**config.mk**
```make
export PLATFORM = sky130hd
export DESIGN_NAME = arm_unwind_opcode_engine_unit
export DESIGN_NICKNAME = d
export VERILOG_FILES = /design/src/design/auoe_pkg.sv /design/src/design/auoe_exec.sv /design/src/design/arm_unwind_opcode_engine_unit.sv
export SDC_FILE = /design/constraint.sdc
export NUM_CORES = 2
export LEC_CHECK = 0
export BUFFER_PORTS_ARGS = -buffer_cell sky130_fd_sc_hd__buf_2
export CORE_MARGIN = 1.5
export CORE_UTILIZATION = 60
export DETAILED_ROUTE_END_ITERATION = 8
export GPL_TIMING_DRIVEN = 0
export PLACE_DENSITY = 0.74
export SETUP_SLACK_MARGIN = 0.3
export SLEW_MARGIN = 20
export SYNTH_ARGS = -nofsm -noshare
export SYNTH_HDL_FRONTEND = slang
export SYNTH_SLANG_ARGS = --single-unit
```
**constraint.sdc**
```tcl
create_clock -name clk -period 12.85 [get_ports clk]
set_input_delay 0.6425 -clock clk [delete_from_list [all_inputs] [get_ports clk]]
set_output_delay 0.6425 -clock clk [all_outputs]
set_load 0.01 [all_outputs]
```
**src/design/auoe_pkg.sv**
```systemverilog
// Types and constants for the unwind opcode engine.
// Used by auoe_exec, arm_unwind_opcode_engine_unit, auoe_checker and the testbench; depends on nothing.
package auoe_pkg;

	// Input word codes.
	localparam logic [1:0] FUNC_WRITE = 2'd0;
	localparam logic [1:0] FUNC_OPCODE = 2'd1;
	localparam logic [1:0] FUNC_WORD = 2'd2;
	localparam logic [1:0] FUNC_READ = 2'd3;

	// Result kinds.
	localparam logic [2:0] KIND_OK = 3'd0;
	localparam logic [2:0] KIND_REQ = 3'd1;
	localparam logic [2:0] KIND_VAL = 3'd2;
	localparam logic [2:0] KIND_FIN = 3'd3;
	localparam logic [2:0] KIND_ERR = 3'd4;

	// Frame status codes.
	localparam logic [1:0] ST_RUN = 2'd0;
	localparam logic [1:0] ST_WAIT = 2'd1;
	localparam logic [1:0] ST_DONE = 2'd2;
	localparam logic [1:0] ST_ERR = 2'd3;

	// Register numbers with fixed roles.
	localparam logic [3:0] REG_SP = 4'd13;
	localparam logic [3:0] REG_LR = 4'd14;
	localparam logic [3:0] REG_PC = 4'd15;

	// Opcode patterns.
	localparam logic [1:0] OP_INC_HI = 2'b00;
	localparam logic [1:0] OP_DEC_HI = 2'b01;
	localparam logic [3:0] OP_POP_MASK_HI = 4'h8;
	localparam logic [3:0] OP_SET_SP_HI = 4'h9;
	localparam logic [3:0] OP_POP_SHORT_HI = 4'ha;
	localparam logic [7:0] OP_FINISH = 8'hb0;
	localparam logic [7:0] OP_LARGE_INC = 8'hb2;
	localparam logic [31:0] LARGE_INC_BASE = 32'h0000_0204;

	typedef struct packed {
		logic [1:0] func;
		logic [3:0] reg_index;
		logic [31:0] data;
	} in_t;

	typedef struct packed {
		logic [2:0] kind;
		logic [31:0] read_address;
		logic [3:0] word_count;
		logic [31:0] value;
		logic [15:0] updated_regs;
	} out_t;

	// Per-frame unwind state.
	typedef struct packed {
		logic [15:0] loaded_mask;
		logic [7:0] pending_opcode;
		logic awaiting_second_byte;
		logic [15:0] pop_list;
		logic [31:0] pop_pointer;
		logic sp_was_popped;
		logic [1:0] frame_status;
	} frame_t;

	// Register file writes for one word: a general port and the SP port.
	typedef struct packed {
		logic a_en;
		logic [3:0] a_idx;
		logic [31:0] a_data;
		logic sp_en;
		logic [31:0] sp_data;
	} rf_wr_t;

endpackage

```
**src/design/auoe_exec.sv**
```systemverilog
// Combinational execute logic: decodes one word against the frame state
// and register file. Depends on auoe_pkg.
module auoe_exec (
	input auoe_pkg::in_t item,
	input auoe_pkg::frame_t fr,
	input logic [31:0] regs [16],
	output auoe_pkg::frame_t fr_nxt,
	output auoe_pkg::rf_wr_t wr,
	output auoe_pkg::out_t res
);

	logic [7:0] b;
	logic [31:0] sp;
	logic [31:0] lr;
	logic [3:0] rd_idx;
	logic [31:0] rd_val;
	logic [3:0] first_idx;
	logic [15:0] first_bit;
	logic [15:0] list_left;
	logic [31:0] ptr_inc;
	logic [11:0] mask12;
	logic [15:0] list_short;
	logic [15:0] pop_src;
	logic [2:0] nib_cnt [4];
	logic [3:0] pop_cnt;
	logic [31:0] sp_step;
	logic [2:0] kind;
	logic [31:0] addr;
	logic [3:0] count;
	logic [31:0] value;

	// Operand selection and register reads.
	assign b = item.data[7:0];
	assign sp = regs[auoe_pkg::REG_SP];
	assign lr = regs[auoe_pkg::REG_LR];
	assign rd_idx = (item.func == auoe_pkg::FUNC_READ) ? item.reg_index : b[3:0];
	assign rd_val = regs[rd_idx];

	// Lowest pending register of the current pop.
	always_comb begin
		first_idx = auoe_pkg::REG_PC;
		for (int i = 15; i >= 0; i--) begin
			if (fr.pop_list[i]) begin
				first_idx = 4'(i);
			end
		end
	end

	assign first_bit = 16'd1 << first_idx;
	assign list_left = fr.pop_list & ~first_bit;
	assign ptr_inc = fr.pop_pointer + 32'd4;

	// Register lists for the two pop forms.
	assign mask12 = {fr.pending_opcode[3:0], b};
	always_comb begin
		list_short = '0;
		for (int i = 0; i < 8; i++) begin
			list_short[4 + i] = (3'(i) <= b[2:0]);
		end
		list_short[auoe_pkg::REG_LR] = b[3];
	end
	assign pop_src = fr.awaiting_second_byte ? {mask12, 4'b0000} : list_short;

	// Word count as a two-level population count.
	always_comb begin
		for (int n = 0; n < 4; n++) begin
			nib_cnt[n] = 3'(pop_src[4*n]) + 3'(pop_src[4*n+1])
				+ 3'(pop_src[4*n+2]) + 3'(pop_src[4*n+3]);
		end
		pop_cnt = 4'(nib_cnt[0]) + 4'(nib_cnt[1]) + 4'(nib_cnt[2]) + 4'(nib_cnt[3]);
	end

	assign sp_step = {24'd0, b[5:0], 2'b00} + 32'd4;

	// Main decode and state update.
	always_comb begin
		fr_nxt = fr;
		wr = '0;
		kind = auoe_pkg::KIND_OK;
		addr = '0;
		count = '0;
		value = '0;
		unique case (item.func)
			auoe_pkg::FUNC_WRITE: begin
				wr.a_en = 1'b1;
				wr.a_idx = item.reg_index;
				wr.a_data = item.data;
				fr_nxt = '0;
				fr_nxt.frame_status = auoe_pkg::ST_RUN;
			end
			auoe_pkg::FUNC_READ: begin
				kind = auoe_pkg::KIND_VAL;
				value = rd_val;
			end
			auoe_pkg::FUNC_WORD: begin
				if (fr.frame_status == auoe_pkg::ST_WAIT && fr.pop_list != '0) begin
					wr.a_en = 1'b1;
					wr.a_idx = first_idx;
					wr.a_data = item.data;
					fr_nxt.loaded_mask = fr.loaded_mask | first_bit;
					fr_nxt.pop_list = list_left;
					fr_nxt.pop_pointer = ptr_inc;
					if (list_left == '0) begin
						wr.sp_en = !fr.sp_was_popped;
						wr.sp_data = ptr_inc;
						fr_nxt.frame_status = auoe_pkg::ST_RUN;
					end
				end else begin
					kind = auoe_pkg::KIND_ERR;
				end
			end
			auoe_pkg::FUNC_OPCODE: begin
				if (fr.frame_status != auoe_pkg::ST_RUN) begin
					kind = auoe_pkg::KIND_ERR;
				end else if (fr.awaiting_second_byte) begin
					fr_nxt.awaiting_second_byte = 1'b0;
					if (fr.pending_opcode == auoe_pkg::OP_LARGE_INC) begin
						wr.sp_en = 1'b1;
						wr.sp_data = sp + auoe_pkg::LARGE_INC_BASE + {22'd0, b, 2'b00};
					end else if (mask12 == '0) begin
						// A pop with an empty mask means refuse to unwind.
						kind = auoe_pkg::KIND_ERR;
					end else begin
						kind = auoe_pkg::KIND_REQ;
						addr = sp;
						count = pop_cnt;
						fr_nxt.pop_list = pop_src;
						fr_nxt.pop_pointer = sp;
						fr_nxt.sp_was_popped = pop_src[auoe_pkg::REG_SP];
						fr_nxt.frame_status = auoe_pkg::ST_WAIT;
					end
				end else begin
					priority if (b[7:6] == auoe_pkg::OP_INC_HI) begin
						wr.sp_en = 1'b1;
						wr.sp_data = sp + sp_step;
					end else if (b[7:6] == auoe_pkg::OP_DEC_HI) begin
						wr.sp_en = 1'b1;
						wr.sp_data = sp - sp_step;
					end else if (b[7:4] == auoe_pkg::OP_POP_MASK_HI
						|| b == auoe_pkg::OP_LARGE_INC) begin
						fr_nxt.pending_opcode = b;
						fr_nxt.awaiting_second_byte = 1'b1;
					end else if (b[7:4] == auoe_pkg::OP_SET_SP_HI
						&& b[3:0] != auoe_pkg::REG_SP && b[3:0] != auoe_pkg::REG_PC) begin
						wr.sp_en = 1'b1;
						wr.sp_data = rd_val;
					end else if (b[7:4] == auoe_pkg::OP_POP_SHORT_HI) begin
						kind = auoe_pkg::KIND_REQ;
						addr = sp;
						count = pop_cnt;
						fr_nxt.pop_list = pop_src;
						fr_nxt.pop_pointer = sp;
						fr_nxt.sp_was_popped = pop_src[auoe_pkg::REG_SP];
						fr_nxt.frame_status = auoe_pkg::ST_WAIT;
					end else if (b == auoe_pkg::OP_FINISH) begin
						// PC takes LR unless it came off the stack.
						wr.a_en = !fr.loaded_mask[15];
						wr.a_idx = auoe_pkg::REG_PC;
						wr.a_data = lr;
						fr_nxt.frame_status = auoe_pkg::ST_DONE;
						kind = auoe_pkg::KIND_FIN;
					end else begin
						kind = auoe_pkg::KIND_ERR;
					end
				end
			end
			default: begin
				kind = auoe_pkg::KIND_ERR;
			end
		endcase

		// Any error stops the frame and drops pending work.
		if (kind == auoe_pkg::KIND_ERR) begin
			fr_nxt.frame_status = auoe_pkg::ST_ERR;
			fr_nxt.awaiting_second_byte = 1'b0;
			fr_nxt.pop_list = '0;
		end
	end

	// Result word.
	always_comb begin
		res.kind = kind;
		res.read_address = addr;
		res.word_count = count;
		res.value = value;
		res.updated_regs = fr_nxt.loaded_mask;
	end

endmodule

```
**src/design/arm_unwind_opcode_engine_unit.sv**
```systemverilog
// Unwind opcode engine, top level: input register, frame state, register file
// and result register around auoe_exec. Depends on auoe_pkg and auoe_exec.
//
// Each accepted input word produces exactly one result word: the execute logic
// works on the word while it sits in the input register, and the result
// register loads the result when the output side is not stalled. The engine
// sustains one word per cycle while the output side is not stalled; the execute
// step decodes the word and updates the 16-entry register file and the frame
// state in the same cycle. A new word is accepted while a finished result still
// waits in the result register, as long as the input register is empty or can
// move forward. There is no clearing pass: reset clears the valid flags, the
// frame state and the register file at once.
module arm_unwind_opcode_engine_unit (
	input logic clk,
	input logic arst_n,
	input logic in_valid,
	output logic in_ready,
	input auoe_pkg::in_t in_item,
	output logic out_valid,
	input logic out_ready,
	output auoe_pkg::out_t out_item
);

	logic valid_s1;
	auoe_pkg::in_t item_s1;
	logic advance;
	auoe_pkg::frame_t frame_q;
	auoe_pkg::frame_t frame_nxt;
	logic [31:0] regs_q [16];
	auoe_pkg::rf_wr_t wr;
	auoe_pkg::out_t res;

	// Handshake: execute moves when the result register is free or draining.
	assign advance = valid_s1 && (!out_valid || out_ready);
	assign in_ready = !valid_s1 || advance;

	// Input register.
	always_ff @(posedge clk or negedge arst_n) begin
		if (!arst_n) begin
			valid_s1 <= 1'b0;
		end else if (in_valid && in_ready) begin
			valid_s1 <= 1'b1;
		end else if (advance) begin
			valid_s1 <= 1'b0;
		end
	end

	always_ff @(posedge clk) begin
		if (in_valid && in_ready) begin
			item_s1 <= in_item;
		end
	end

	// Execute logic.
	auoe_exec u_exec (
		.item(item_s1),
		.fr(frame_q),
		.regs(regs_q),
		.fr_nxt(frame_nxt),
		.wr(wr),
		.res(res)
	);

	// Frame state.
	always_ff @(posedge clk or negedge arst_n) begin
		if (!arst_n) begin
			frame_q <= '0;
		end else if (advance) begin
			frame_q <= frame_nxt;
		end
	end

	// Register file, one general write port and one SP port.
	always_ff @(posedge clk or negedge arst_n) begin
		if (!arst_n) begin
			for (int i = 0; i < 16; i++) begin
				regs_q[i] <= '0;
			end
		end else if (advance) begin
			for (int i = 0; i < 16; i++) begin
				if (wr.sp_en && 4'(i) == auoe_pkg::REG_SP) begin
					regs_q[i] <= wr.sp_data;
				end else if (wr.a_en && wr.a_idx == 4'(i)) begin
					regs_q[i] <= wr.a_data;
				end
			end
		end
	end

	// Result register.
	always_ff @(posedge clk or negedge arst_n) begin
		if (!arst_n) begin
			out_valid <= 1'b0;
		end else if (advance) begin
			out_valid <= 1'b1;
		end else if (out_ready) begin
			out_valid <= 1'b0;
		end
	end

	always_ff @(posedge clk) begin
		if (advance) begin
			out_item <= res;
		end
	end

endmodule

```
# Word-level counts from Yosys, hierarchy flattened
# Index checks and enable logic that the tools add are counted.
[op_classes]
add_sub_neg = 21
order_cmp = 9
n_eq_ne = 53
shifts = 1
n_mux = 95
bitwise = 5
reduce_logical = 65
[op_table]
columns = ["operator", "count"]
rows = [
  ["32-bit 2-to-1 mux", 12],
  ["37-bit 2-to-1 mux", 6],
  ["70-bit 2-to-1 mux", 3],
  ["51-bit 2-to-1 mux", 4],
  ["33-bit 2-to-1 mux", 6],
  ["60-bit 2-to-1 mux", 3],
  ["48-bit case mux with 3 select lines", 1],
  ["32-bit binary-select mux with 4-bit select", 1],
  ["37-bit case mux with 3 select lines", 1],
  ["4-bit 2-to-1 mux", 17],
  ["33-bit case mux with 2 select lines", 1],
  ["52-bit 2-to-1 mux", 1],
  ["49-bit 2-to-1 mux", 1],
  ["48-bit 2-to-1 mux", 1],
  ["3-bit 2-to-1 mux", 15],
  ["4-bit == test (second input constant)", 11],
  ["32-bit by 10-bit adder with 32-bit output", 1],
  ["32-bit by 10-bit adder with 32-bit output (second input constant)", 1],
  ["32-bit by 3-bit adder with 32-bit output (second input constant)", 1],
  ["32-bit adder", 1],
  ["16-bit 2-to-1 mux", 2],
  ["4-bit inequality test (second input constant)", 8],
  ["16-bit case mux with 2 select lines", 1],
  ["2-bit AND reduction", 16],
  ["other kinds (56)", 134],
]
[totals]
register_bits = 715
inputBits = 42
output_inout_bits = 89
wordCells = 282

# Logic depth before layout (Yosys ltp)
[logic_depth]
word_depth = 26
ltp_mapped = 16
mapped_depth_nobuf = 15

# Cells and area by module
# Synthesis repeated with hierarchy kept, for this count alone.
[hier_totals]
cells_unflattened = 3300
area_unflattened_um2 = 38764.7
[by_module_without_submodules]
columns = ["module", "n_inst", "cells_per_inst", "area_each_um2", "seq_area_each_um2"]
rows = [
  ["arm_unwind_opcode_engine_unit", 1, 1460, 26251.4, 18517.8],
  ["auoe_exec", 1, 1840, 12513.3, 0.0],
]

# Worst setup path after synthesis
# OpenSTA, ideal clock, no wires.
[synth_timing]
kind = "input -> register"
startpoint = "input port out_ready"
endpoint = "register out_item[0] in the netlist's numbering, enable pin"
setup_time_ns = 0.485
arrival_ns = 3.936
t_required_ns = 12.365
slack_ns = 8.429
stages = 5
n_path_buf = 2
cell_sequence = "nand2b_1 -> nand2_1 -> inv_1 -> clkbuf_1 -> buf_1"
[synth_via]
elab_chain_len = 2
[synth_rtl]
columns = ["element", "line_no", "rtl"]
rows = [
  ["from (decl)", "arm_unwind_opcode_engine_unit.sv:20", "input logic out_ready,"],
  ["1-bit logical OR", "arm_unwind_opcode_engine_unit.sv:34", "assign advance = valid_s1 && (!out_valid || out_ready);"],
  ["1-bit logical AND", "arm_unwind_opcode_engine_unit.sv:34", ""],
  ["net advance", "arm_unwind_opcode_engine_unit.sv:26", "logic advance;"],
  ["to (signal assigned)", "arm_unwind_opcode_engine_unit.sv:103", "out_item <= res;"],
  ["to (decl)", "arm_unwind_opcode_engine_unit.sv:21", "output auoe_pkg::out_t out_item"],
]
# The timed path passes the listed nets, and every way through them passes these cells.
# A chain may end at the register's enable or synchronous reset.

# Worst setup path in the final report
[layout_timing]
startpoint = "register item_s1[37] in the netlist's numbering"
endpoint = "register regs_q[83] in the netlist's numbering"
[layout_via]
elab_chain_len = 14
word_cells_on_any_way = 23
cone_classes = "eq/ne (4); mux (14); bitwise (1); reduce/logical (4)"
[layout_rtl]
columns = ["element", "line_no", "rtl"]
rows = [
  ["from (decl)", "arm_unwind_opcode_engine_unit.sv:25", "auoe_pkg::in_t item_s1;"],
  ["from (signal assigned)", "arm_unwind_opcode_engine_unit.sv:50", "item_s1 <= in_item;"],
  ["2-bit == test", "auoe_exec.sv:36", "assign rd_idx = (item.func == auoe_pkg::FUNC_READ) ? item.reg_index : b[3:0];"],
  ["4-bit 2-to-1 mux", "auoe_exec.sv:36", ""],
  ["4-bit NOT with 5-bit output (implied by the code)", "auoe_exec.sv:37", "assign rd_val = regs[rd_idx];"],
  ["32-bit binary-select mux with 4-bit select", "auoe_exec.sv:37", ""],
  ["32-bit 2-to-1 mux (implied by the code) (2 in series)", "auoe_exec.sv:37", ""],
  ["33-bit 2-to-1 mux", "auoe_exec.sv:143", "end else if (b[7:4] == auoe_pkg::OP_SET_SP_HI"],
  ["70-bit 2-to-1 mux", "auoe_exec.sv:139", "end else if (b[7:4] == auoe_pkg::OP_POP_MASK_HI"],
  ["33-bit 2-to-1 mux", "auoe_exec.sv:136", "end else if (b[7:6] == auoe_pkg::OP_DEC_HI) begin"],
  ["33-bit 2-to-1 mux", "auoe_exec.sv:133", "priority if (b[7:6] == auoe_pkg::OP_INC_HI) begin"],
  ["33-bit 2-to-1 mux", "auoe_exec.sv:115", "end else if (fr.awaiting_second_byte) begin"],
  ["70-bit 2-to-1 mux", "auoe_exec.sv:113", "if (fr.frame_status != auoe_pkg::ST_RUN) begin"],
  ["33-bit case mux with 2 select lines", "auoe_exec.sv:83", "unique case (item.func)"],
  ["32-bit 2-to-1 mux", "arm_unwind_opcode_engine_unit.sv:81", "if (wr.sp_en && 4'(i) == auoe_pkg::REG_SP) begin"],
  ["to (signal, indexed assignment)", "arm_unwind_opcode_engine_unit.sv:82", "regs_q[i] <= wr.sp_data;"],
  ["to (signal, indexed assignment)", "arm_unwind_opcode_engine_unit.sv:84", "regs_q[i] <= wr.a_data;"],
  ["to (decl)", "arm_unwind_opcode_engine_unit.sv:29", "logic [31:0] regs_q [16];"],
]
# Parallel ways exist; a longest one is shown, timed or not. The select of a mux whose other input is x is not followed.

==> metrics.txt <==
Slew HR=0.1345; post-synth top area cell=dfrtp_1; layout cells sized above 1=0.1897; Post-synth EDFFs=125; R2R depth=13; final cycle utilization of the critical path=0.5713; gr ovfl total=0; peak supply drop=134.2 µV; Max Cap Viol=0; largest net degree at the start of global routing=~100; DIE HEIGHT=~250 µm; Required @ worst endpoint=13,390 ps; final setup vio count=0; clock root buffer=clkbuf_16; Clock Pin Slew Worst Setup and Hold Paths=approximately 60 ps; CP Launch Type=register; area growth from synthesis to layout=12.36%; row count=90; vias per cell=between 7 and 8; commonest cells after routing, fill and taps aside=593 x nand2_1, 590 x dfrtp_1, 337 x o21ai_0; unrepaired setup endpoints after global routing=false; H-tree lvl count=3; Post-route DRC=0; final WL=151.4 mm; asr flop ratio synth=0.8252; busiest grt layer=met2; largest cells by area after synthesis=dfrtp_1 40%, edfxtp_1 10%, mux2_2 7.0%; Min-Delay Path Class=in2reg; port bufs=130; status=complete, no violations; final instance area=0.04155 mm²; Pre-antenna DRT Iters=6; final slew viol count=0; worst skew pair latency=between 600 and 700 ps; Netlist cell types=85; Slew @ Worst Pin=around 1300 ps; Core ar.=0.06058 mm²; Crit Reg-Reg Endpoint=regs_q[83]; top cell type's share of synthesized area=0.3992; first-pass GRT wire length=between 200 and 250 mm; Area after DPL=0.03888 mm²; CTS sink cnt=715; Setup Fix Bufs, Post-CTS=0; min cycle time layout=7341 ps; Min-Delay Startpoint=in_item[23]; detailed placement HPWL=109.1 mm; Worst Setup End Kind=register; Max Buffers Root-to-Sink=3; io pins=~130; clock buffer count from CTS=76; Min-Delay Endpoint=item_s1[23]; cell count after synthesis=3,465; R2R Setup Slk=~5500 ps; met3 usage=0.1549; initial drt markers=4,720; CP arrival=between 7000 and 8000 ps; number of global-route vias before repair=31,540; final core utilization=0.6859; Final GP Congestion=1.114; die area=0.06313 mm²; Die Span X=251.3 µm; antenna violations before repair=6; FF-to-FF Start=item_s1[37]; final setup skew=about 44 ps; Post-Syn Nets=3,566; met1 Usage GRT=0.6111; crit path max fanout=10; CTS tree=done; PwrDens=140.2 mW/mm²; Total GRT Usage=0.4840; met2 GRT Util=0.6989; Starting Density=0.6104; Detail Route Antenna Nets=0; routed wire length per instance=~33 µm; flops & latches, synth=715; register area share after synthesis=0.5007; Yosys warning total=0; vias=32,460; Crit Path Class=reg2reg; Post-Syn Area=0.03698 mm²; Mapped Avg Cell Area=10.67 µm²; leakage power total=18.14 nW; commonest non-fill, non-tap cell in the layout=nand2_1; Hold Path Stages=1; Nets=3,786; Max Freq=between 0.1 and 0.15 GHz; Main synth FF type=dfrtp_1; Fin. Hold Viols=0
## final cells by class
type,instances,area (µm²)
antenna,4,10.01
timing repair buffer,142,900.9
sequential,715,18520
fill,4370,19030
clock buffer,110,2191
clock inverter,32,441.7
multi-input combinational,2433,17190
buffer,263,1116
inverter,54,202.7
tap,782,978.4
## power breakdown
part | leakage, nW | switching (W) | internal (W) | total [W]
clock network | 1.28 | 0.000997 | 0.00131 | 0.00231
logic | 7.43 | 0.000699 | 0.000322 | 0.00102
registers | 9.44 | 0.0000877 | 0.00241 | 0.00250
## registers in the layout, indices dropped and copies added, names as in the netlist
signal and flops:
out_item 87, item_s1 38, regs_q 512, valid_s1 1
out_valid 1, frame_q 76
## logic make-up (layout without fill, tap and decap cells)
group,after synthesis,count (layout),share of synthesized area
compound gates,771,771,0.1316
xor+xnor,88,88,0.02084
fa+ha+maj,59,59,0.02199
buf+inv,317,601,0.03529
flops,715,715,0.5007
mux,418,418,0.1547
other cells,0,4,0
simple gates,1097,1097,0.1349
## Yosys cell counts, drive strengths merged, types with 13 or more instances
cell type / number
dfrtp: 590
clkbuf: 180
nand2: 593
a22oi: 35
o31ai: 16
nor2b: 20
or2: 23
mux2i: 82
mux2: 237
a21oi: 106
a22o: 57
inv: 54
a21o: 13
or3: 17
mux4: 99
o21ai: 356
nand2b: 21
xnor2: 59
xor2: 29
a31oi: 22
and2: 68
and3: 30
nor4: 22
a221oi: 15
buf: 83
nand3: 68
a211oi: 36
edfxtp: 125
ha: 49
nor3: 47
nor2: 135
nand4: 20
## critical path, cell delays in order, from the launching register on
cell and delay (ps):
edfxtp_1 460, ha_1 210, buf_2 260, mux2i_1 920, clkbuf_1 710, clkbuf_1 730
clkbuf_1 900, clkbuf_1 660, mux4_2 410, mux2i_1 540, o221ai_1 510, o21ai_0 420
nand3_1 230, a22o_1 230
## per-stage QoR
step / power, W / hold WS, ps / instances / setup slack, ps / setup TNS [ps]
final: 0.005827 / 136.2 / 4535 / 5509 / 0
after global routing: 0.005940 / 135.2 / 4531 / 5817 / 0
after CTS: 0.005756 / 134.2 / 4531 / 6070 / 0
after detailed placement: 0.003497 / 465.6 / 4388 / 6065 / 0
after global placement: 0.003468 / 450.4 / 4377 / -512.9 / -217900
after floorplan: 0.003068 / 346.9 / 3465 / 8429 / 0
## worst max path at each step
stage	from	end	slack, ps	depth (start not counted)
floorplan	out_ready	out_item[0]	8430	5
global placement	arst_n	regs_q[457]	-510	1
detailed placement	item_s1[37]	regs_q[83]	6060	13
CTS	item_s1[37]	regs_q[83]	6070	13
global route	item_s1[37]	regs_q[83]	5820	13
finish	item_s1[37]	regs_q[83]	5510	13
## routing by layer
layer | vias up | share of wire
met1 | 16030 | 0.35
met5 | - | 0.00026
li1 | 12910 | -
met3 | 715 | 0.13
met2 | 2798 | 0.43
met4 | 6 | 0.090
## repair_timing
| action | in CTS | in global routing |
|---|---|---|
| hold endpoints to repair | 59 | 0 |
| gates resized for setup | 0 | 0 |
| hold buffers | 1 | 0 |
No activity file was read; power rests on OpenSTA's default activity.
